## config.mk

```make
export PLATFORM = sky130hd
export DESIGN_NAME = glos_ctrl
export DESIGN_NICKNAME = d
export VERILOG_FILES = /design/src/rtl/core/glos_pkg.sv /design/src/rtl/core/glos_ctrl.sv
export SDC_FILE = /design/constraint.sdc
export NUM_CORES = 1
export LEC_CHECK = 0
export BUFFER_PORTS_ARGS = -buffer_cell sky130_fd_sc_hd__clkbuf_2
export CAP_MARGIN = 40
export CORE_MARGIN = 5
export CORE_UTILIZATION = 37
export CTS_CLUSTER_SIZE = 14
export DETAILED_ROUTE_END_ITERATION = 8
export PLACE_DENSITY = 0.64
export SETUP_SLACK_MARGIN = 0.4
export SLEW_MARGIN = 25
export SYNTH_ARGS = -nofsm -noshare
export SYNTH_HDL_FRONTEND = slang
export SYNTH_SLANG_ARGS = --single-unit
```

## constraint.sdc

```tcl
create_clock -name clk -period 3 [get_ports clk]
set_clock_uncertainty 0.2 [all_clocks]
set_input_delay 0.6 -clock clk [delete_from_list [all_inputs] [get_ports clk]]
set_output_delay 0.6 -clock clk [all_outputs]
set_load 0.1 [all_outputs]
```

## src/rtl/core/glos_pkg.sv

```systemverilog
`timescale 1ns / 1ps
// Package for the grid line-of-sight block: sizes, command codes, state and
// operation enums, controller/datapath struct and corner offset tables. No dependencies.
package glos_pkg;

  localparam int NSLOT    = 64;
  localparam int SLOT_W   = 6;
  localparam int CW       = 16;
  localparam int MAX_STEPS = 4096;
  localparam int SPAN_CAP = (MAX_STEPS - 4) / 4;
  localparam int STW      = $clog2(MAX_STEPS) + 1;
  localparam int RW       = 16;
  localparam int QW       = 20;
  localparam int DW       = 22;
  localparam int DVC_W    = $clog2(DW + 1);
  localparam int ERRW     = 19;
  localparam int PCT_W    = 7;

  localparam logic [1:0] CMD_WRITE  = 2'd0;
  localparam logic [1:0] CMD_LOS    = 2'd1;
  localparam logic [1:0] CMD_OCC    = 2'd2;
  localparam logic [1:0] CMD_UNUSED = 2'd3;

  typedef enum logic [3:0] {
    S_IDLE, S_CHECK, S_LDA, S_LDB, S_SPAN, S_RAY_INIT, S_DIV_LOAD, S_DIV,
    S_RAY_ADV, S_RCELL, S_CELL, S_SCAN, S_HIT, S_MISS, S_OCC_FIN, S_DONE
  } glos_state_t;

  typedef enum logic [4:0] {
    OP_NONE, OP_ACCEPT, OP_TRIV, OP_RD_A, OP_LD_A, OP_LD_B, OP_SPAN,
    OP_RAY_INIT, OP_DIV_LOAD, OP_DIV_STEP, OP_DIV_END, OP_RAY_ADV, OP_RCELL,
    OP_CELL, OP_SCAN, OP_BRES_STEP, OP_SET_HIT, OP_SET_CLEAR, OP_CORNER_HIT,
    OP_CORNER_MISS, OP_SET_OCC
  } glos_op_t;

  typedef struct packed {
    logic trivial;
    logic is_los;
    logic bres_mode;
    logic at_end;
    logic endpoint;
    logic scan_hit;
    logic scan_end;
    logic ray_last;
    logic div_done;
    logic div_last;
    logic corner_last;
  } glos_stat_t;

  // Corner offsets of the target cell in sixth-cell units.
  function automatic logic signed [3:0] glos_off_x(input logic hex, input logic [2:0] c);
    logic signed [3:0] o;
    o = 4'sd0;
    if (hex) begin
      case (c)
        3'd0: o = 4'sd4;
        3'd1: o = 4'sd2;
        3'd2: o = -4'sd2;
        3'd3: o = -4'sd4;
        3'd4: o = -4'sd2;
        3'd5: o = 4'sd2;
        default: o = 4'sd0;
      endcase
    end else begin
      case (c)
        3'd0: o = -4'sd3;
        3'd1: o = 4'sd3;
        3'd2: o = 4'sd3;
        3'd3: o = -4'sd3;
        default: o = 4'sd0;
      endcase
    end
    return o;
  endfunction

  function automatic logic signed [3:0] glos_off_y(input logic hex, input logic [2:0] c);
    logic signed [3:0] o;
    o = 4'sd0;
    if (hex) begin
      case (c)
        3'd0: o = -4'sd2;
        3'd1: o = -4'sd4;
        3'd2: o = -4'sd2;
        3'd3: o = 4'sd2;
        3'd4: o = 4'sd4;
        3'd5: o = 4'sd2;
        default: o = 4'sd0;
      endcase
    end else begin
      case (c)
        3'd0: o = -4'sd3;
        3'd1: o = -4'sd3;
        3'd2: o = 4'sd3;
        3'd3: o = 4'sd3;
        default: o = 4'sd0;
      endcase
    end
    return o;
  endfunction

  // Integer percent of blocked corners, six corners on hex and four on square.
  function automatic logic [PCT_W-1:0] glos_pct(input logic hex, input logic [2:0] hit);
    logic [PCT_W-1:0] p;
    p = '0;
    if (hex) begin
      case (hit)
        3'd0: p = 7'd0;
        3'd1: p = 7'd16;
        3'd2: p = 7'd33;
        3'd3: p = 7'd50;
        3'd4: p = 7'd66;
        3'd5: p = 7'd83;
        3'd6: p = 7'd100;
        default: p = 7'd100;
      endcase
    end else begin
      case (hit)
        3'd0: p = 7'd0;
        3'd1: p = 7'd25;
        3'd2: p = 7'd50;
        3'd3: p = 7'd75;
        default: p = 7'd100;
      endcase
    end
    return p;
  endfunction

endpackage

```

## src/rtl/core/glos_ctrl.sv

```systemverilog
`timescale 1ns / 1ps
// Controller state machine of the grid line-of-sight block.
// Depends on glos_pkg; drives one datapath operation per cycle.
module glos_ctrl import glos_pkg::*; (
  input  logic        clk,
  input  logic        rst_n,
  input  logic        start,
  input  logic [1:0]  in_command,
  input  glos_stat_t  stat,
  output glos_op_t    op,
  output logic        busy,
  output logic        done
);

  glos_state_t state_r, state_nxt;

  always_ff @(posedge clk) begin
    if (!rst_n) begin
      state_r <= S_IDLE;
    end else begin
      state_r <= state_nxt;
    end
  end

  // Next state.
  always_comb begin
    state_nxt = state_r;
    case (state_r)
      S_IDLE: begin
        if (start && (in_command == CMD_LOS || in_command == CMD_OCC)) begin
          state_nxt = S_CHECK;
        end
      end
      S_CHECK:    state_nxt = stat.trivial ? S_DONE : S_LDA;
      S_LDA:      state_nxt = S_LDB;
      S_LDB:      state_nxt = S_SPAN;
      S_SPAN:     state_nxt = stat.bres_mode ? S_CELL : S_RAY_INIT;
      S_RAY_INIT: state_nxt = S_DIV_LOAD;
      S_DIV_LOAD: state_nxt = S_DIV;
      S_DIV: begin
        if (stat.div_done) begin
          state_nxt = stat.div_last ? S_RAY_ADV : S_DIV_LOAD;
        end
      end
      S_RAY_ADV:  state_nxt = S_RCELL;
      S_RCELL:    state_nxt = S_CELL;
      S_CELL:     state_nxt = stat.endpoint ? S_MISS : S_SCAN;
      S_SCAN: begin
        if (stat.scan_hit) begin
          state_nxt = S_HIT;
        end else if (stat.scan_end) begin
          state_nxt = S_MISS;
        end
      end
      S_HIT: begin
        if (stat.is_los) begin
          state_nxt = S_DONE;
        end else begin
          state_nxt = stat.corner_last ? S_OCC_FIN : S_RAY_INIT;
        end
      end
      S_MISS: begin
        if (stat.bres_mode) begin
          state_nxt = stat.at_end ? S_DONE : S_CELL;
        end else if (!stat.ray_last) begin
          state_nxt = S_RCELL;
        end else if (stat.is_los) begin
          state_nxt = S_DONE;
        end else begin
          state_nxt = stat.corner_last ? S_OCC_FIN : S_RAY_INIT;
        end
      end
      S_OCC_FIN:  state_nxt = S_DONE;
      S_DONE:     state_nxt = S_IDLE;
      default:    state_nxt = S_IDLE;
    endcase
  end

  // Datapath operation for the current state.
  always_comb begin
    op = OP_NONE;
    case (state_r)
      S_IDLE:     op = start ? OP_ACCEPT : OP_NONE;
      S_CHECK:    op = stat.trivial ? OP_TRIV : OP_RD_A;
      S_LDA:      op = OP_LD_A;
      S_LDB:      op = OP_LD_B;
      S_SPAN:     op = OP_SPAN;
      S_RAY_INIT: op = OP_RAY_INIT;
      S_DIV_LOAD: op = OP_DIV_LOAD;
      S_DIV:      op = stat.div_done ? OP_DIV_END : OP_DIV_STEP;
      S_RAY_ADV:  op = OP_RAY_ADV;
      S_RCELL:    op = OP_RCELL;
      S_CELL:     op = OP_CELL;
      S_SCAN:     op = OP_SCAN;
      S_HIT:      op = stat.is_los ? OP_SET_HIT : OP_CORNER_HIT;
      S_MISS: begin
        if (stat.bres_mode) begin
          op = stat.at_end ? OP_SET_CLEAR : OP_BRES_STEP;
        end else if (!stat.ray_last) begin
          op = OP_RAY_ADV;
        end else begin
          op = stat.is_los ? OP_SET_CLEAR : OP_CORNER_MISS;
        end
      end
      S_OCC_FIN:  op = OP_SET_OCC;
      S_DONE:     op = OP_NONE;
      default:    op = OP_NONE;
    endcase
  end

  assign busy = (state_r != S_IDLE);
  assign done = (state_r == S_DONE);

endmodule

```

# Word-level counts from Yosys, hierarchy flattened
# Index checks and enable logic that the tools add are counted.
dict set report word_totals {
  reg_bits 4
  out_inout_bits 7
  wordCells 49
}
dict set report classes {
  n_eq_ne 20
  mux 23
  n_reduce_logical 5
}
# op n
set op_table {}
lappend op_table {{case mux 5 bit (16 select lines)} 1}
lappend op_table {{case mux 4 bit (16 select lines)} 1}
lappend op_table {{2-to-1 mux 4 bit} 11}
lappend op_table {{== test 4 bit, second input constant} 8}
lappend op_table {{== test 4 x 3 -> 1 bit, second input constant} 4}
lappend op_table {{2-to-1 mux 5 bit} 3}
lappend op_table {{== test 4 x 2 -> 1 bit, second input constant} 2}
lappend op_table {{2-to-1 mux 2 bit} 3}
lappend op_table {{2-to-1 mux 3 bit} 2}
lappend op_table {{== test 4 x 1 -> 1 bit, second input constant} 1}
lappend op_table {{zero test 4 bit} 1}
lappend op_table {{inequality test 2 bit, second input constant} 2}
lappend op_table {{nonzero test 4 bit} 1}
lappend op_table {{inequality test 3 bit, second input constant} 1}
lappend op_table {{AND reduction 3 bit} 1}
lappend op_table {{== test 2 x 1 -> 1 bit, second input constant} 1}
lappend op_table {{== test 2 bit, second input constant} 1}
lappend op_table {{2-to-1 mux 1 bit} 2}
lappend op_table {{logical AND 1 bit} 1}
lappend op_table {{logical OR 1 bit} 1}

# Longest topological paths before layout
# Gate-level depths: netlist of the first run.
dict set report logic_depth {
  word_depth 5
  depth_mapped 6
  mapped_depth_nobuf 4
}

# Worst setup path after synthesis of the first run
# No wires, ideal clock.
dict set report synth_timing {
  path_type {register -> output}
  start {register state_r[2]}
  end {output port op[3]}
  t_arrival_ns 2.948
  required_ns 2.200
  slack_ns -0.748
  stages_incl_launch_ff 6
  n_path_buf 3
  path_cell_list {dfxtp_1 buf_6 buf_2 buf_2 nand2_1 o21ai_0}
}
dict set report synth_via {
  elab_chain_len 2
}
# element line_no
set synth_rtl {}
lappend synth_rtl {{from (decl)} glos_ctrl.sv:15} ;# glos_state_t state_r, state_nxt;
lappend synth_rtl {{from (signal assigned)} glos_ctrl.sv:21} ;# state_r <= state_nxt;
lappend synth_rtl {{== test 4 bit, or another cell as far along} glos_ctrl.sv:82} ;# case (state_r)
lappend synth_rtl {{case mux 5 bit (16 select lines) (*)} glos_ctrl.sv:82}
lappend synth_rtl {{to (decl)} glos_ctrl.sv:10} ;# output glos_op_t op,
# Every way passes the cells marked *; elsewhere a longest branch is shown, timed or not.

# Worst setup path in the final report of the first run
dict set report layout_timing {
  start {input port stat[8] (netlist name)}
  end {output port op[4]}
}
dict set report layout_via {
  elab_chain_len 2
}
# element line_no
set layout_rtl {}
lappend layout_rtl {{from (decl)} glos_ctrl.sv:9} ;# input glos_stat_t stat,
lappend layout_rtl {{2-to-1 mux 5 bit} glos_ctrl.sv:97} ;# if (stat.bres_mode) begin
lappend layout_rtl {{case mux 5 bit (16 select lines)} glos_ctrl.sv:82}
# Every way passes these cells.

==> results of run 1 <==
[repair_timing]
item                                    4_1_cts  5_1_grt
gates resized for setup                       5        4
endpoints found under the setup margin        7        4
pin swaps                                     0        0
buffers inserted                              0        0
[where the power goes]
group	leakage, nW	internal (W)	switching, W
Clock	0.0138	0.0000447	0.0000215
Sequential	0.0344	0.0000570	0.0000159
Combinational	0.284	0.0000586	0.000127
Total	0.333	0.000160	0.000164
[worst min path at each step]
| stage | startpoint | endpoint | slack (ps) |
|---|---|---|---|
| CTS | rst_n | state_r[0] | 420 |
| floorplan | state_r[3] | state_r[2] | 410 |
| global route | rst_n | state_r[0] | 420 |
| detailed placement | state_r[2] | state_r[2] | 590 |
| finish | rst_n | state_r[0] | 420 |
| global placement | state_r[2] | state_r[2] | 590 |
[worst register-to-register path, stage by stage, from the launching register on]
cell	delay (ps)
dfxtp_1	400
buf_4	250
or3b_1	410
a21oi_1	140
o22ai_1	90
a311oi_1	220
[routing by layer]
metal	up-vias	GRT usage [%]
li1	428	-
met1	414	20.9
met2	41	26.5
met3	4	3.66
met4	0	11.1
met5	-	0
[metrics by stage]
stage | std cells | TNS, ps
floorplan | 107 | -36.5
global placement | 146 | 0
detailed placement | 146 | 0
CTS | 149 | 0
global route | 149 | 0
finish | 149 | 0
[cells by family (layout without fill, tap and decap cells)]
| group | count (synthesis) | count (layout) | share of synthesized area [%] |
|---|---|---|---|
| buffers and inverters | 17 | 34 | 13.6 |
| DFF | 4 | 4 | 11.5 |
| muxes | 1 | 1 | 1.61 |
| and+or+nand+nor | 41 | 41 | 31.0 |
| AOI/OAI and AO/OA | 43 | 43 | 41.0 |
| xor gates and xnor gates | 1 | 1 | 1.25 |
[Yosys cell counts, types with 2 or more instances]
cell | number | area share, %
inv_1 | 7 | 3.8
buf_6 | 3 | 4.8
nor3_1 | 4 | 2.9
a21oi_1 | 11 | 7.9
nand3_1 | 3 | 2.1
a31oi_1 | 3 | 2.7
dfxtp_1 | 4 | 11
nor2_1 | 7 | 3.8
o21ai_0 | 9 | 6.5
buf_2 | 7 | 5.0
o22ai_1 | 3 | 2.7
nand3b_1 | 2 | 2.1
o221ai_1 | 2 | 2.5
nand2_1 | 11 | 5.9
nand2b_1 | 6 | 5.4
[layout by cell type (no fill, tap or decap), types with 2 or more instances in the layout]
cell type / Yosys / final
a21oi_1: 11 / 11
a31oi_1: 3 / 3
buf_4: 0 / 4
clkbuf_2: 0 / 17
clkbuf_4: 0 / 4
dfxtp_4: 0 / 2
inv_1: 7 / 7
nand2_1: 11 / 11
nand2b_1: 6 / 6
nand3_1: 3 / 3
nand3b_1: 2 / 2
nor2_1: 7 / 5
nor2_2: 0 / 2
nor3_1: 4 / 4
o21ai_0: 9 / 8
o221ai_2: 0 / 2
o22ai_1: 3 / 3
[final cells by class]
cell class              instances  share of cell area [%]
multi-input cells              86                    63.3
repair buffers                 24                    17.1
flip-flops and latches          4                    10.3
well taps                      25                    3.62
inverters                       7                    3.04
clock buffers                   3                    2.61
==> out/results.ini, run 1 <==
[detailed_routing]
met2RoutedLength_mm = 1.08
ant_nets = 0
vias = 887
drt_iter0_drc = 26
wire_per_inst_um = 14.8
finalWirelength_mm = 2.21
vias_per_cell = 5.95
route.met3.wl_um = 139
top_layer = met4
firstDrtPassIters = 4
wl_met1_um = 950
drc_errors = 0

[cells_and_area]
antenna_cells = 0
final_layout_size_suffix_gt1_share_pct = 32.3
fin_util_pct = 48.9
largest_register_ffs = 4
top_regs = state_r (4)
finalInstanceArea_sq_um = 863
finalNetCount = 142
multi_input_area_sq_um = 547
fill_cells = 204
area_delta_synth_final_pct = 23.7
regMostFlops = state_r
seqCellArea_sq_um = 88.8

[global_route]
track_usage_pct = 17.1
grt_pass1_vias = 840
grt_pass1_wl_mm = 3.61
overflow = 0
antenna_found_initial = 0
grt_max_degree = 24

[place]
pre_cts_ws_ps = 370
gp_congestion = 0.851
numPortBuffers = 22
hpwl_mm = 1.63
dpl-instance-area_sq_um = 823

[clock_tree]
root_buffer = clkbuf_4
cts_max_path_buffers = 2
numCtsBuffers = 3
cts_tree = yes
holdBufCountCts = 0
clock-sinks = 4
htreeDepth = 1
clk_latency_ps = 230
path_clk_slew_ps = 40

[worst_setup_path]
slowest_stage = mux2_2
cp_cell_sequence = clkbuf_2 > mux2_2 > a21o_1 > nand3_1 > inv_1 > clkbuf_4
crit_fanout = 9
crit_path_end = op[4]
path_buf_inv = 3
crit_cells = 6
r2r_end = state_r[0]
crit_required_ps = 2200
critPathArrivalTime_ps = 1730
crit_start = stat[8]
start_kind = input port
critical_path_class = input port to primary output
crit_family = buffers and inverters
r2r-start = state_r[2]
worstRegToRegCells = 5
cp-end-kind = primary output
max_stage_delay_ps = 360
reg2reg_slack_ps = 1190

[timing]
worst_pin_slew_ps = 543
setup_viol = 0
layout_setup_ws_ps = 468
fin_hold_ws_ps = 422
drv_slew = 0
finalCriticalPeriod_ps = 2530
finalHoldViolCount = 0
max-slew-margin-rel_pct = 63.9
finalCritPeriodShare_pct = 84.4
max_freq_mhz = 395
rsz0062_at_grt = no

[synthesis]
synth_seq_area_share_pct = 11.5
synth_cells = 107
synth-edff-count = 0
synth-main-ff-cell = dfxtp_1
synth.avg_cell_area_sq_um = 6.52
synth_warnings = 0
syn_area_sq_um = 698
synthArstFlopShare_pct = 0
syn_nets = 123
ys_types = 40
ys_seq_elements = 4

[floorplanning]
start_util_pct = 39.6
die_w_um = 53.4
die-height_um = 53.4
ioPinCount = 23
die_area_sq_um = 2860
rows = 15
coreArea_sq_um = 1760

[hold_path]
hp-class = input port to flip-flop
hold_depth = 3

[pwr]
vdd_drop_max_uv = 178
p_per_area_nw_per_um2 = 376
power.total_w = 0.000325
p_leak_nw = 0.333

[flow_run]
maxCapViolCount = 0

[outcome]
outcome = completed

(Power assumes the default switching activity.)
==> run 2, diff against run 1 <==
PLACE_DENSITY = 0.66   (was 0.64)
clock period = 2.13 ns   (was 3 ns; I/O delays follow)
==> out/results.ini, run 2 (synthesis results as in run 1) <==
[outcome]
violations = setup timing
outcome = complete, but fails checks

[floorplanning]
die_w_um = 53.4  ; unchanged
die-height_um = 53.4  ; unchanged
coreArea_sq_um = 1760  ; unchanged
start_util_pct = 39.6  ; unchanged
rows = 15  ; unchanged
ioPinCount = 23  ; unchanged
die_area_sq_um = 2860  ; unchanged

[worst_setup_path]
crit_fanout = 8  ; -1
critPathArrivalTime_ps = 1540  ; -190 ps
cp-end-kind = primary output
start_kind = flip-flop
crit_required_ps = 1500  ; -700 ps
critical_path_class = flip-flop to primary output
reg2reg_slack_ps = 330  ; -860 ps

[detailed_routing]
top_layer = met4
met2RoutedLength_mm = 1.54  ; +42%
ant_nets = 0  ; unchanged
vias = 1068  ; +20%
drt_iter0_drc = 43  ; +65%
route.met3.wl_um = 184  ; +32%
firstDrtPassIters = 4  ; unchanged
vias_per_cell = 6.03  ; +1.4%
finalWirelength_mm = 3.14  ; +42%
wl_met1_mm = 1.29  ; +35%
drc_errors = 0  ; unchanged
wire_per_inst_um = 17.7  ; +20%

[cells_and_area]
antenna_cells = 0  ; unchanged
finalNetCount = 170  ; +20%
final_cells = 177  ; +19%
largest_register_ffs = 4  ; unchanged
fill_cells = 144  ; -29%
seqCellArea_sq_um = 88.8  ; unchanged
layout_common_cells = buf_4 (22), clkbuf_2 (15), buf_12 (7)
top_regs = state_r (4)
regMostFlops = state_r
final_layout_size_suffix_gt1_share_pct = 60.5  ; +28 points
area_delta_synth_final_pct = 90.9
mostFrequentLayoutCell = buf_4
multi_input_area_sq_um = 683  ; +25%

[clock_tree]
numCtsBuffers = 3  ; unchanged
root_buffer = clkbuf_4
cts_max_path_buffers = 2  ; unchanged
path_clk_slew_ps = 40  ; about the same
cts_tree = yes
clock-sinks = 4  ; unchanged
clk_latency_ps = 240  ; about the same
holdBufCountCts = 0  ; unchanged
htreeDepth = 1  ; unchanged

[timing]
finalHoldViolCount = 0  ; unchanged
worst_pin_slew_ps = 390  ; -154 ps
finalCritPeriodShare_pct = 102
rsz0062_at_grt = yes
drv_slew = 0  ; unchanged
max_freq_mhz = 461
finalCriticalPeriod_ps = 2170
setup_viol = 3  ; +3
layout_setup_ws_ps = -39.7  ; -508 ps
max-slew-margin-rel_pct = 73.8  ; +9.9 points

[pwr]
p_leak_nw = 0.538  ; +62%
p_per_area_nw_per_um2 = 470  ; +25%
power.total_w = 0.000626  ; +93%
vdd_drop_max_uv = 414  ; +130%

[global_route]
overflow = 0  ; unchanged
track_usage_pct = 19.2  ; +2.1 points
antenna_found_initial = 0  ; unchanged
grt_pass1_vias = 918  ; +9.3%
grt_pass1_wl_mm = 4.04  ; +12%
grt_max_degree = 14  ; -42%

[place]
dp_cells = 157  ; +7.5%
gp_congestion = 0.900  ; +5.7%
numPortBuffers = 22  ; unchanged
hpwl_mm = 1.86  ; +14%

[hold_path]
hp-class = input port to flip-flop

[flow_run]
maxCapViolCount = 0  ; unchanged

## run 2: final timing paths
kind	from	to	cells after the start
min reg2reg	state_r[3]	state_r[2]	3
max	state_r[0]	op[1]	7
min	rst_n	state_r[0]	3
max reg2reg	state_r[0]	state_r[2]	7
## run 2: area by class of cell
class,count,share of cell area (%)
clock buffer,3,1.69
sequential,4,6.67
inverter,7,2.25
multi-input combinational,86,51.3
tap,25,2.35
timing repair buffer,52,35.8
## run 2: layer usage
| layer | GRT usage, % | vias to the layer above |
|---|---|---|
| met5 | 0 | - |
| met2 | 33.3 | 60 |
| met3 | 5.63 | 12 |
| met4 | 5.11 | 0 |
| li1 | - | 487 |
| met1 | 22.6 | 509 |
## run 2: power breakdown
group          internal, W  switching (W)
Clock            0.0000634      0.0000359
Combinational     0.000192       0.000250
Sequential       0.0000791     0.00000547
## run 2: critical path, stage by stage, from the launching register on
cell and delay [ps]:
dfxtp_2 330, buf_4 130, buf_6 130, nand2_4 70, a21oi_2 50, a31oi_2 240
o221ai_4 160, buf_12 190
## run 2: through the flow
stage | cell area [sq um] | TNS [ps] | util [%] | worst slack [ps] | hold WS [ps]
finish | 1330 | -71.5 | 75.5 | -39.7 | 242
global route | 1330 | -292 | 75.5 | -104 | 250
detailed placement | 1060 | 0 | 60.0 | 104 | 489
CTS | 1190 | -41.0 | 67.2 | -41.0 | 236
global placement | 1060 | 0 | 60.0 | 124 | 482
floorplan | 825 | 0 | - | 32.1 | 344
## run 2: timing repair
| action | in CTS | in global routing |
|---|---|---|
| setup endpoints to repair | 9 | 9 |
| hold endpoints to repair | 0 | 0 |
| pin swaps | 4 | 11 |
| buffers inserted | 6 | 11 |
| resized for setup | 20 | 18 |
| cloned | 0 | 0 |
==> run 3, diff against run 2 <==
ABC_AREA = 1   (was not set)
CORE_MARGIN = not set   (was 5)
==> out/results.ini, run 3 <==
[outcome]
outcome = complete, but fails checks
violations = setup timing

[global_route]
grt_max_degree = 8  ; -6
grt_pass1_wl_mm = 3.95  ; -2.2%
overflow = 0  ; unchanged
grt_pass1_vias = 902  ; -1.7%
antenna_found_initial = 0  ; unchanged
track_usage_pct = 27.1  ; +7.9 points

[clock_tree]
clock-sinks = 4  ; unchanged
htreeDepth = 1  ; unchanged
root_buffer = clkbuf_4
path_clk_slew_ps = 40  ; about the same
cts_tree = yes
numCtsBuffers = 3  ; unchanged
clk_latency_ps = 240  ; about the same
cts_max_path_buffers = 2  ; unchanged

[detailed_routing]
firstDrtPassIters = 5  ; +1
vias = 1124  ; +5.2%
wire_per_inst_um = 16.8  ; -5.0%
drt_iter0_drc = 67  ; +56%
drc_errors = 0  ; unchanged
vias_per_cell = 5.51  ; -8.7%
ant_nets = 0  ; unchanged
finalWirelength_mm = 3.43  ; +9.5%

[worst_setup_path]
crit_family = flip-flops
cp-end-kind = primary output
path_buf_inv = 2  ; -1
crit_start = state_r[3]
crit_fanout = 5  ; -3
crit_cells = 6  ; -1
worstRegToRegCells = 15  ; +8
r2r-start = state_r[2]
critical_path_class = flip-flop to primary output
crit_required_ps = 1500  ; about the same
max_stage_delay_ps = 420  ; +90 ps
cp_cell_sequence = inv_8 > nand2_8 > nor2_4 > a211oi_2 > nand4_1 > buf_12
critPathArrivalTime_ps = 1530  ; about the same
slowest_stage = dfxtp_4
start_kind = flip-flop

[flow_run]
maxCapViolCount = 0  ; unchanged

[cells_and_area]
finalNetCount = 198  ; +16%
mostFrequentLayoutCell = nand2_1
largest_register_ffs = 4  ; unchanged
finalInstanceArea_sq_um = 1420  ; +6.5%
multi_input_area_sq_um = 733  ; +7.3%
antenna_cells = 0  ; unchanged
seqCellArea_sq_um = 95.1  ; +7.0%
area_delta_synth_final_pct = 112
regMostFlops = state_r
fill_cells = 71  ; -51%
final_layout_size_suffix_gt1_share_pct = 57.8  ; -2.7 points
layout_common_cells = nand2_1 (38), clkbuf_2 (15), nor2_1 (14), buf_4 (12), buf_6 (10)
top_regs = state_r (4)

[synthesis]
synth_cells = 133  ; +24%
synthArstFlopShare_pct = 0  ; unchanged
synth.top_cell.area_share_pct = 27.5  ; +16 points
yosys-top-cells-area = nand2_1 (28%), nor2_1 (12%), dfxtp_1 (12%)
synth.most_common_cell = nand2_1
synth-main-ff-cell = dfxtp_1
synth.avg_cell_area_sq_um = 5.02  ; -23%
synth-edff-count = 0  ; unchanged
synth_commonest_cells = nand2_1 (49), nor2_1 (22), inv_1 (14), nand2_2 (7), nand3_1 (7)
synth_top_area_cell = nand2_1
synth_warnings = 0  ; unchanged
synth_seq_area_share_pct = 12.0  ; +0.52 points
ys_types = 22  ; -45%
syn_area_sq_um = 668  ; -4.3%
ys_seq_elements = 4  ; unchanged
syn_nets = 149  ; +21%

[timing]
worst_pin_slew_ps = 266  ; -123 ps
layout_setup_ws_ps = -22.6  ; +17.0 ps
rsz0062_at_grt = yes
tns_ps = -43.0  ; +28.6 ps
drv_slew = 0  ; unchanged
finalCritPeriodShare_pct = 101  ; -0.80 points
finalHoldViolCount = 0  ; unchanged
finalCriticalPeriod_ps = 2150  ; -17.0 ps
max-slew-margin-rel_pct = 82.0  ; +8.3 points
setup_viol = 2  ; -1
max_freq_mhz = 465  ; +0.79%

[hold_path]
hold_depth = 3  ; unchanged
hp-class = input port to flip-flop
hp-start = rst_n

[pwr]
clockPowerShare_pct = 4.6  ; -11 points
swShare_pct = 59.6  ; +13 points
p_int_w = 0.000890  ; +170%
p_per_area_nw_per_um2 = 1550  ; +230%
p_leak_nw = 0.713  ; +33%
combPwrFrac_pct = 86.2  ; +16 points
seqPwrFrac_pct = 9.2  ; -4.3 points
vdd_drop_max_uv = 1210  ; +190%
p_sw_w = 0.00131  ; +350%

[place]
dpl-instance-area_sq_um = 955  ; -9.8%
hpwl_mm = 1.72  ; -7.4%
numPortBuffers = 22  ; unchanged
gp_congestion = 0.895  ; -0.58%

[floorplanning]
die_area_sq_um = 1980  ; -31%
coreArea_sq_um = 1590  ; -9.6%
rows = 14  ; -1
die-height_um = 44.5  ; -17%
ioPinCount = 23  ; unchanged
die_w_um = 44.5  ; -17%
start_util_pct = 41.9  ; +2.3 points

[run 3: cell count changes after synthesis, moves of 7 or more]
cell	delta
o21ai_0	-7
nand2_1	+38
nand2_2	+7
nor2_1	+15
inv_1	+7
[run 3: final cells by class]
type	instances	share of cell area [%]
Clock buffer	3	1.59
Inverter	18	6.35
Multi-Input combinational cell	110	51.7
Sequential cell	4	6.70
Tap cell	24	2.12
Timing Repair Buffer	45	31.6
[run 3: stage by stage]
step | hold WS (ps) | total power (W) | cells | utilization, % | setup WS [ps]
floorplan | 345 | 0.00117 | 133 | - | -179
global placement | 388 | 0.00152 | 178 | 59.9 | 140
detailed placement | 397 | 0.00153 | 178 | 59.9 | 88.9
CTS | 211 | 0.00189 | 194 | 75.0 | 20.8
global route | 209 | 0.00227 | 204 | 89.0 | -52.9
finish | 207 | 0.00220 | 204 | 89.0 | -22.6
[run 3: logic make-up after synthesis]
logic type,share of synthesized area (%)
flip-flops,12.0
AO/OA/AOI/OAI,13.3
AND/OR/NAND/NOR,63.9
buffers and inverters,10.9
[run 3: path summary, 6_finish.rpt]
path | endpoint | slack [ps]
hold / removal | state_r[0] | 210
setup reg to reg | state_r[1] | 30
hold reg to reg | state_r[1] | 490
setup / recovery | op[1] | -20
[run 3: timing repair]
item	in CTS	in global routing
resized for setup	30	38
hold endpoints to repair	0	0
pin swaps	7	20
hold buffers	0	0
endpoints found under the setup margin	7	11
buffers inserted	13	10
[run 3: worst register-to-register path, stage by stage, from the launching register on]
cell and delay (ps):
dfxtp_4 410, inv_4 70, nor2_4 150, nand2_4 70
nor2_4 120, inv_2 70, buf_6 120, buf_6 100
buf_6 100, buf_6 100, buf_6 100, buf_6 110
nand3_4 90, inv_4 50, nand2_2 60, a21oi_2 60
[run 3: power groups by stage]
stage                     Combinational [W]  Sequential (W)   Clock, W
after floorplan                     0.00103        0.000144          0
after global placement              0.00134        0.000184          0
after detailed placement            0.00135        0.000184          0
after CTS                           0.00161        0.000185  0.0000939
after global routing                0.00196        0.000204   0.000107
final                               0.00190        0.000203   0.000101
[run 3: metal layers]
metal  vias to the layer above  share of wire, %  GRT usage (%)
li1                        512                 -              -
met1                       516                39           33.7
met2                        78                49           49.1
met3                        18               8.9           6.12
met4                         0               3.4           2.42
met5                         -                 0              0
